[config.mk]
export PLATFORM = sky130hd
export DESIGN_NAME = ism_ctrl
export DESIGN_NICKNAME = d
export VERILOG_FILES = /design/src/hw/rtl/ism_pkg.sv /design/src/hw/rtl/ism_ctrl.sv
export SDC_FILE = /design/constraint.sdc
export NUM_CORES = 1
export LEC_CHECK = 0
export BUFFER_PORTS_ARGS = -buffer_cell sky130_fd_sc_hd__buf_2
export CORE_AREA = 2 2 39 41
export DETAILED_ROUTE_END_ITERATION = 10
export DIE_AREA = 0 0 41 43
export GPL_ROUTABILITY_DRIVEN = 0
export GPL_TIMING_DRIVEN = 0
export SLEW_MARGIN = 20
export SYNTH_ARGS = -nofsm -noshare
export SYNTH_HDL_FRONTEND = slang
export SYNTH_SLANG_ARGS = --single-unit
export TNS_END_PERCENT = 5
[constraint.sdc]
create_clock -name clk -period 3.51 [get_ports clk]
set_input_delay 0.1755 -clock clk [delete_from_list [all_inputs] [get_ports clk]]
set_output_delay 0.1755 -clock clk [all_outputs]
set_load 0.02 [all_outputs]
[src/hw/rtl/ism_pkg.sv]
// shared types and constants of the ising spin flip block
package ism_pkg;

	localparam int GRID_SIZE_DEF = 64;

	localparam int COORD_W = 6;
	localparam int FRAC_W = 16;
	localparam int THR_W = 16;
	localparam int MAG_W = 14;
	localparam int BOND_W = 16;
	localparam int CFG_IDX_W = 1;

	localparam logic [THR_W-1:0] THR_TWO_RESET = 16'd24109;
	localparam logic [THR_W-1:0] THR_FOUR_RESET = 16'd8869;

	typedef enum logic [CFG_IDX_W-1:0] {
		CFG_THR_TWO = 1'b0,
		CFG_THR_FOUR = 1'b1
	} cfg_reg_t;

	typedef enum logic {
		CMD_FLIP = 1'b0,
		CMD_CLEAR = 1'b1
	} command_t;

	typedef enum logic [1:0] {
		RD_PREV_IN,
		RD_NEXT,
		RD_SITE
	} rd_sel_t;

	typedef enum logic [2:0] {
		ST_SWEEP,
		ST_IDLE,
		ST_RD_NEXT,
		ST_RD_SITE,
		ST_COMMIT,
		ST_CLR_REPLY
	} state_t;

	typedef struct packed {
		logic cap_in;
		logic rd_en;
		rd_sel_t rd_sel;
		logic cap_prev;
		logic cap_next;
		logic commit;
		logic sweep_start;
		logic sweep_wr;
		logic clr_reply;
	} ctrl_cmd_t;

	typedef struct packed {
		logic sweep_last;
		logic out_free;
	} dp_status_t;

endpackage

[src/hw/rtl/ism_ctrl.sv]
// sequencer for row reads, commit, result word and grid clear sweep
module ism_ctrl (
	input  logic                   clk,
	input  logic                   arst_n,
	input  logic                   in_valid,
	output logic                   in_ready,
	input  logic                   command,
	input  ism_pkg::dp_status_t    status,
	output ism_pkg::ctrl_cmd_t     cmd
);

	ism_pkg::state_t state_q, state_d;
	logic reply_q, reply_d;

	always_ff @(posedge clk or negedge arst_n) begin
		if (!arst_n) begin
			state_q <= ism_pkg::ST_SWEEP;
			reply_q <= 1'b0;
		end else begin
			state_q <= state_d;
			reply_q <= reply_d;
		end
	end

	always_comb begin
		state_d = state_q;
		reply_d = reply_q;
		in_ready = 1'b0;
		cmd = '0;
		case (state_q)
			ism_pkg::ST_SWEEP: begin
				cmd.sweep_wr = 1'b1;
				if (status.sweep_last) begin
					state_d = reply_q ? ism_pkg::ST_CLR_REPLY : ism_pkg::ST_IDLE;
				end
			end
			ism_pkg::ST_IDLE: begin
				in_ready = 1'b1;
				if (in_valid) begin
					if (command == ism_pkg::CMD_CLEAR) begin
						cmd.sweep_start = 1'b1;
						reply_d = 1'b1;
						state_d = ism_pkg::ST_SWEEP;
					end else begin
						// row above the site is read straight from the input word
						cmd.cap_in = 1'b1;
						cmd.rd_en = 1'b1;
						cmd.rd_sel = ism_pkg::RD_PREV_IN;
						state_d = ism_pkg::ST_RD_NEXT;
					end
				end
			end
			ism_pkg::ST_RD_NEXT: begin
				cmd.cap_prev = 1'b1;
				cmd.rd_en = 1'b1;
				cmd.rd_sel = ism_pkg::RD_NEXT;
				state_d = ism_pkg::ST_RD_SITE;
			end
			ism_pkg::ST_RD_SITE: begin
				cmd.cap_next = 1'b1;
				cmd.rd_en = 1'b1;
				cmd.rd_sel = ism_pkg::RD_SITE;
				state_d = ism_pkg::ST_COMMIT;
			end
			ism_pkg::ST_COMMIT: begin
				if (status.out_free) begin
					cmd.commit = 1'b1;
					state_d = ism_pkg::ST_IDLE;
				end
			end
			ism_pkg::ST_CLR_REPLY: begin
				if (status.out_free) begin
					cmd.clr_reply = 1'b1;
					reply_d = 1'b0;
					state_d = ism_pkg::ST_IDLE;
				end
			end
			default: begin
				state_d = ism_pkg::ST_IDLE;
			end
		endcase
	end

endmodule

Yosys cells after proc, flatten, opt, wreduce, memory -nomap -nowiden --
Cells that the tools add are included.
Cells by class: add/sub/neg operators 0, $mul 0, divide/modulo/power cells 0, magnitude comparators 0, eq/ne operators 10, shift-type cells 0, mux-type cells 24, bitwise logic cells 0, reductions and logical operators 5
Operators by type and width (count):
- 3-bit case mux with 5 select lines | 1
- 1-bit two-way mux | 14
- 3-bit two-way mux | 4
- 3-bit case mux with 3 select lines | 1
- 4-bit two-way mux | 2
- 2-bit inequality test, second input constant | 4
- 3-bit by 2-bit equality test with 1-bit output, second input constant | 2
- 3-bit equality test, second input constant | 2
- 4-bit AND reduction | 1
- 3-bit by 1-bit equality test with 1-bit output, second input constant | 1
- 3-bit zero test | 1
- 3-bit AND reduction | 1
- 2-bit two-way mux | 1
- 2-bit by 1-bit inequality test with 1-bit output, second input constant | 1
- 1-bit case mux with 2 select lines | 1
- 2-bit nonzero test | 1
- 2-bit OR reduction | 1
Storage, ports and cells: bits in registers 4, bits in latches 0, bits in writable memories 0, bits in read-only memories 0, bits of input ports 6, output and inout port bits 11, word-level logic and storage cells 41, memories kept 0

Logic depth before layout (Yosys ltp) --
Gate-level depths: netlist of run 1.
depth in word-level cells 4, depth in mapped cells 4, gate-level depth less buffers 2

Worst setup path after synthesis of run 1 --
No wires, ideal clock.
path type reg-to-output, start point register state_q[1], end point output port cmd[9] in the netlist's numbering, arrival 1458 ps, path slack 1877 ps, stages on the path, launching flop included 4, path buffers 1, path through dfrtp_1 buf_4 nand2b_1 nor4b_1
RTL lines:
- from (decl) | line ism_ctrl.sv:12 | ism_pkg::state_t state_q, state_d;
- from (signal assigned) | line ism_ctrl.sv:17 | state_q <= ism_pkg::ST_SWEEP;
- from (signal assigned) | line ism_ctrl.sv:20 | state_q <= state_d;
- to (decl) | line ism_ctrl.sv:9 | output ism_pkg::ctrl_cmd_t cmd

==> metrics.csv, run 1 <==
stage,metric,value,unit
clock_tree,cts.clk_slew.worst_paths,40,ps
worst_setup_path,crit_fanout,10,
power,clkPwrFrac,15.9,%
clock_tree,cts_buffers,3,
yosys,yosysTopAreaCell,dfrtp_1,
timing,rsz0062_at_grt,no,
global_route,grt_pass1_wl,1.28,mm
worst_setup_path,reg2reg_to,state_q[0]$_DFFE_PN0P_,
yosys,yosysWarnings,0,
timing,final.setup_skew,0.647,ps
yosys,synth_area_leaders,"dfrtp_1 31%, nand4bb_1 7.0%, nor3_1 6.2%",
worst_setup_path,reg2regPathDepth,2,
route,first_pass_iters,1,
placement,dp_hpwl,585,µm
yosys,ys_types,22,
yosys,ys_seq_elements,4,
floorplan,design.core.area,1380,µm²
power,total_leakage_power,0.233,nW
floorplan,dieHeight,43,µm
timing,hold_viol,0,
route,wl,760,µm
power,combPwrFrac,59.2,%
yosys,syn_nets,43,
cells_and_area,final_net_count,65,
yosys,syn_area,323,µm²
worst_hold_path,hold_end,state_q[2]$_DFFE_PN0P_,
timing,worst_pin_slew,218,ps
timing,timing.setup.tns,0,ps
power,peakVddDrop,198,µV
worst_setup_path,ff2ff_setup_slack,2320,ps
clock_tree,clk_path_buf_depth,2,
cells_and_area,antenna_cells,0,
floorplan,dieArea,1760,µm²
route,drt_iter0_markers,0,
timing,finalCriticalPeriod,1610,ps
global_route,antenna_found_initial,0,
power,power.density,788,nW/µm²
floorplan,die_w,41,µm
clock_tree,root_buffer,clkbuf_4,
worst_setup_path,crit_chain,buf_4 > nand2b_1 > nor4b_1 > buf_2,
global_route,grt_use_total,11.2,%
route,drc_errors,0,
global_route,grt_pass1_vias,328,
worst_setup_path,worstPathRequired,3330,ps
route,vias_per_cell,4.77,
outcome,status,"finished, final reports clean",
timing,setup_viol,0,
power,switching_share,46.2,%
worst_hold_path,hp-class,input pin to flop,
worst_hold_path,hp-start,status[1],
floorplan,start_util,23.3,%
route,vias,348,
clock_tree,cts_tree,yes,
worst_setup_path,cp-end-kind,primary output,
floorplan,rows,14,
clock_tree,clock_sinks,4,
timing,fin_crit_sh,45.8,%
floorplan,io_pins,17,
timing,slew_headroom,85.3,%
clock_tree,htreeDepth,1,
worst_setup_path,crit_arrival,1430,ps
worst_setup_path,reg2reg_from,state_q[0]$_DFFE_PN0P_,
cells_and_area,layout-drive-gt1-share,42.1,%
worst_setup_path,cpPeakStageDelay,400,ps
worst_hold_path,holdPathStages,3,
power,switchingPower,0.000166,W
yosys,yosysSeqAreaShare,31.0,%
yosys,postSynthAreaPerCell,8.72,µm²
global_route,grt_max_degree,11,
route,wl_per_cell,10.4,µm
yosys,synthCells,37,
route,ant_nets,0,
global_route,overflow,0,
placement,port_buffers,16,
worst_setup_path,startpoint_type,flop,
clock_tree,clock_latency,240,ps
power,internal_power,0.000193,W
power,seq_power_share,24.9,%
yosys,synth_top_cell_area_share,31.0,%
timing,slew_violations,0,
cells_and_area,utilization,32.9,%
cells_and_area,mostFrequentLayoutCells,"18 x buf_2, 4 x nor3_1, 4 x dfrtp_1, 3 x inv_1, 3 x clkbuf_4",
timing,fmax,623,MHz
cells_and_area,mostFrequentLayoutCell,buf_2,
job,maxCapViolCount,0,
cells_and_area,syn2layout_area_growth,41.1,%
worst_setup_path,path_class,flop to primary output,
worst_setup_path,cp_slowest_cell,dfrtp_1,
==> synth_stat cells <==
master,n
dfrtp_1,4
nor3_1,4
inv_1,3
a21oi_1,2
buf_2,2
buf_4,2
nand2b_1,2
nand3b_1,2
nand4bb_1,2
nor2_1,2
a211oi_2,1
and4b_1,1
nand2_1,1
nand4b_1,1
nor2b_1,1
nor4b_1,1
o211a_1,1
o211ai_1,1
o21ai_0,1
or3b_1,1
or4_1,1
or4b_1,1
==> area by class of cell <==
cell class | instances | area [µm²]
fillers | 158 | 928
multi-input cells | 26 | 186
flip-flops and latches | 4 | 100
repair buffers | 17 | 90.1
plain buffers | 4 | 25.0
clock buffers | 3 | 22.5
well taps | 16 | 20.0
inverters | 3 | 11.3
==> repair_timing <==
| action | CTS | global route |
|---|---|---|
| buffers inserted | 0 | 0 |
| gates resized for setup | 0 | 0 |
| hold buffers | 1 | 0 |
| endpoints found under the hold margin | 4 | 0 |
==> power by group through the flow <==
| stage | Sequential [W] | Combinational (W) | Clock (W) |
|---|---|---|---|
| finish | 0.0000893 | 0.000213 | 0.0000571 |
| global route | 0.0000937 | 0.000234 | 0.0000651 |
| CTS | 0.0000894 | 0.000215 | 0.0000608 |
| detailed placement | 0.0000902 | 0.000214 | 0 |
| global placement | 0.0000897 | 0.000212 | 0 |
| floorplan | 0.0000817 | 0.000161 | 0 |
==> metrics by stage <==
step                hold WS, ps  power (W)  area, µm²  worst slack (ps)  std cells
floorplan                  -120   0.000243        323              1880         37
global placement          -17.9   0.000302        423              2140         69
detailed placement        -17.2   0.000304        423              2150         69
CTS                         256   0.000366        455              1890         73
global route                272   0.000393        455              1790         73
finish                      262   0.000359        455              1900         73
==> sequential cells by signal, summed over array words and instances (netlist names) <==
signal,count
state_q,3
reply_q,1
==> routing by layer <==
metal / GRT usage (%) / wire length [µm]
met5: 0 / 0
met4: 6.00 / 0
met3: 6.28 / 45
met2: 15.6 / 384
met1: 13.2 / 330
==> worst max path at each step <==
stage                                start     end  slack [ps]  cells after the start
floorplan           state_q[1]$_DFFE_PN0P_  cmd[9]        1880                      3
global placement    state_q[1]$_DFFE_PN0P_  cmd[9]        2140                      4
detailed placement  state_q[1]$_DFFE_PN0P_  cmd[9]        2150                      4
CTS                 state_q[1]$_DFFE_PN0P_  cmd[9]        1890                      4
global route        state_q[1]$_DFFE_PN0P_  cmd[9]        1790                      4
finish              state_q[1]$_DFFE_PN0P_  cmd[9]        1900                      4
==> logic make-up (layout without fill, tap and decap cells) <==
| kind of cell | Yosys count | in the layout | synth area share, % |
|---|---|---|---|
| AND/OR/NAND/NOR | 20 | 20 | 43.8 |
| AO/OA/AOI/OAI | 6 | 6 | 14.0 |
| buffers and inverters | 7 | 27 | 11.2 |
| flip-flops | 4 | 4 | 31.0 |
==> critical path, delay by kind of cell (launching register included) <==
| kind | cells | cell delay [ps] |
|---|---|---|
| AND/OR/NAND/NOR | 2 | 410 |
| flip-flops | 1 | 400 |
| buffers and inverters | 2 | 390 |
(Power assumes the default switching activity.)
==> run 2, diff against run 1 <==
clock period = 1.61 ns   (was 3.51 ns; I/O delays follow)
==> metrics.csv, run 2 (same netlist as run 1, synthesis figures left out) <==
stage,metric,value,unit,change
timing,slew_violations,0,,unchanged
route,wl_per_cell,10.5,µm,was 10.4 µm
power,power.density,1710,nW/µm²,was 788 nW/µm²
timing,timing.setup.tns,0,ps,unchanged
outcome,status,"finished, final reports clean",,unchanged
cells_and_area,largest_reg_flops,3,,unchanged
timing,final.setup_skew,0.647,ps,unchanged
worst_setup_path,reg2reg_from,state_q[0]$_DFFE_PN0P_,,unchanged
cells_and_area,top_regs,"state_q (3), reply_q (1)",,unchanged
power,peakVddDrop,433,µV,was 198 µV
clock_tree,clock_sinks,4,,unchanged
cells_and_area,mostFrequentLayoutCell,buf_2,,unchanged
cells_and_area,utilization,33.4,%,was 32.9%
worst_setup_path,reg2reg_to,state_q[0]$_DFFE_PN0P_,,unchanged
worst_setup_path,cp-end-kind,primary output,,unchanged
cells_and_area,final_net_count,65,,unchanged
route,drc_errors,0,,unchanged
cells_and_area,stdcell_count,73,,unchanged
floorplan,start_util,23.3,%,unchanged
global_route,grt_pass1_wl,1.28,mm,unchanged
worst_setup_path,crit_arrival,1400,ps,was 1430 ps
route,vias_per_cell,4.84,,was 4.77
timing,hold_viol,0,,unchanged
worst_setup_path,startpoint_type,flop,,unchanged
floorplan,dieArea,1760,µm²,unchanged
cells_and_area,mostFrequentLayoutCells,"18 x buf_2, 4 x nor3_1, 4 x dfrtp_1, 3 x inv_1, 3 x clkbuf_4",,unchanged
cells_and_area,regMostFlops,state_q,,unchanged
clock_tree,root_buffer,clkbuf_4,,unchanged
worst_hold_path,hp-class,input pin to asynchronous set/reset pin,,was input pin to flop
clock_tree,clock_latency,240,ps,about the same
timing,fmax,674,MHz,
floorplan,rows,14,,unchanged
placement,port_buffers,16,,unchanged
timing,setup_viol,0,,unchanged
worst_setup_path,worstPathRequired,1530,ps,was 3330 ps
worst_setup_path,crit_fanout,10,,unchanged
route,drt_iter0_markers,0,,unchanged
global_route,grt_max_degree,11,,unchanged
placement,dp.cells,69,,unchanged
placement,dp_hpwl,585,µm,unchanged
timing,slew_headroom,85.4,%,was 85.3%
timing,rsz0062_at_grt,no,,unchanged
timing,worst_pin_slew,219,ps,was 218 ps
cells_and_area,layout-drive-gt1-share,43.9,%,was 42.1%
worst_setup_path,ff2ff_setup_slack,420,ps,was 2320 ps
global_route,antenna_found_initial,0,,unchanged
global_route,overflow,0,,unchanged
timing,fin_crit_sh,92.1,%,
placement,dpl_cell_area,423,µm²,unchanged
worst_setup_path,reg2regPathDepth,2,,unchanged
clock_tree,clk_path_buf_depth,2,,unchanged
floorplan,design.core.area,1380,µm²,unchanged
worst_setup_path,path_class,flop to primary output,,unchanged
route,wl,770,µm,was 760 µm
power,total_leakage_power,0.234,nW,was 0.233 nW
timing,finalCriticalPeriod,1480,ps,
route,first_pass_iters,1,,unchanged
floorplan,io_pins,17,,unchanged
floorplan,dieHeight,43,µm,unchanged
global_route,grt_pass1_vias,328,,unchanged
cells_and_area,syn2layout_area_growth,43.0,%,was 41.1%
job,maxCapViolCount,0,,unchanged
route,ant_nets,0,,unchanged
clock_tree,cts_buffers,3,,unchanged
cells_and_area,post-route-cell-area,462,µm²,was 455 µm²
clock_tree,htreeDepth,1,,unchanged
floorplan,die_w,41,µm,unchanged
global_route,grt_use_total,11.2,%,unchanged
clock_tree,cts_tree,yes,,unchanged
clock_tree,cts.clk_slew.worst_paths,40,ps,about the same
cells_and_area,antenna_cells,0,,unchanged
route,vias,353,,was 348
## run 2: cell counts in the layout (fill, tap and decap cells not counted)
Identical to the previous run, type by type.
## run 2: worst max path at each step
stage          endpoint              startpoint  slack (ps)
2_1_floorplan    cmd[9]  state_q[1]$_DFFE_PN0P_          70
3_3_place_gp     cmd[9]  state_q[1]$_DFFE_PN0P_         340
3_5_place_dp     cmd[9]  state_q[1]$_DFFE_PN0P_         340
4_1_cts          cmd[9]  state_q[1]$_DFFE_PN0P_          90
5_1_grt          cmd[9]  state_q[1]$_DFFE_PN0P_          40
6_report         cmd[9]  state_q[1]$_DFFE_PN0P_         130
## run 2: routing by layer
metal	GRT usage, %	vias to the layer above	part of all wire (%)
met5	0	-	0
met4	6.00	0	0
met3	6.28	0	5.8
met2	15.6	9	50
met1	13.2	167	44
li1	-	177	-
## run 2: repair_timing
item | CTS | global route
hold endpoints to repair | 4 | 0
resized for setup | 0 | 1
buffers inserted | 0 | 0
endpoints found under the setup margin | 0 | 1
hold buffers | 1 | 0
## run 2: final cells by class
type / count / area [µm²]
fill: 157 / 922
multi-input combinational: 26 / 193
sequential: 4 / 100
timing repair buffer: 17 / 90.1
buffer: 4 / 25.0
clock buffer: 3 / 22.5
tap: 16 / 20.0
inverter: 3 / 11.3
## run 2: per-stage QoR
step | setup slack (ps) | hold slack, ps | power, W
2_1_floorplan | 72.0 | -215 | 0.000529
3_3_place_gp | 335 | -113 | 0.000658
3_5_place_dp | 343 | -112 | 0.000663
4_1_cts | 88.7 | 161 | 0.000797
5_1_grt | 36.7 | 177 | 0.000863
6_report | 127 | 167 | 0.000791
## run 2: worst max-delay path, cell delays in order (launching register included)
cell and delay (ps):
dfrtp_1 400, buf_4 180, nand2b_1 160, nor4b_2 230, buf_2 190
## run 2: power breakdown
part	switching (W)	internal (W)
clock network	0.0000410	0.0000834
logic	0.000273	0.000197
registers	0.0000528	0.000144
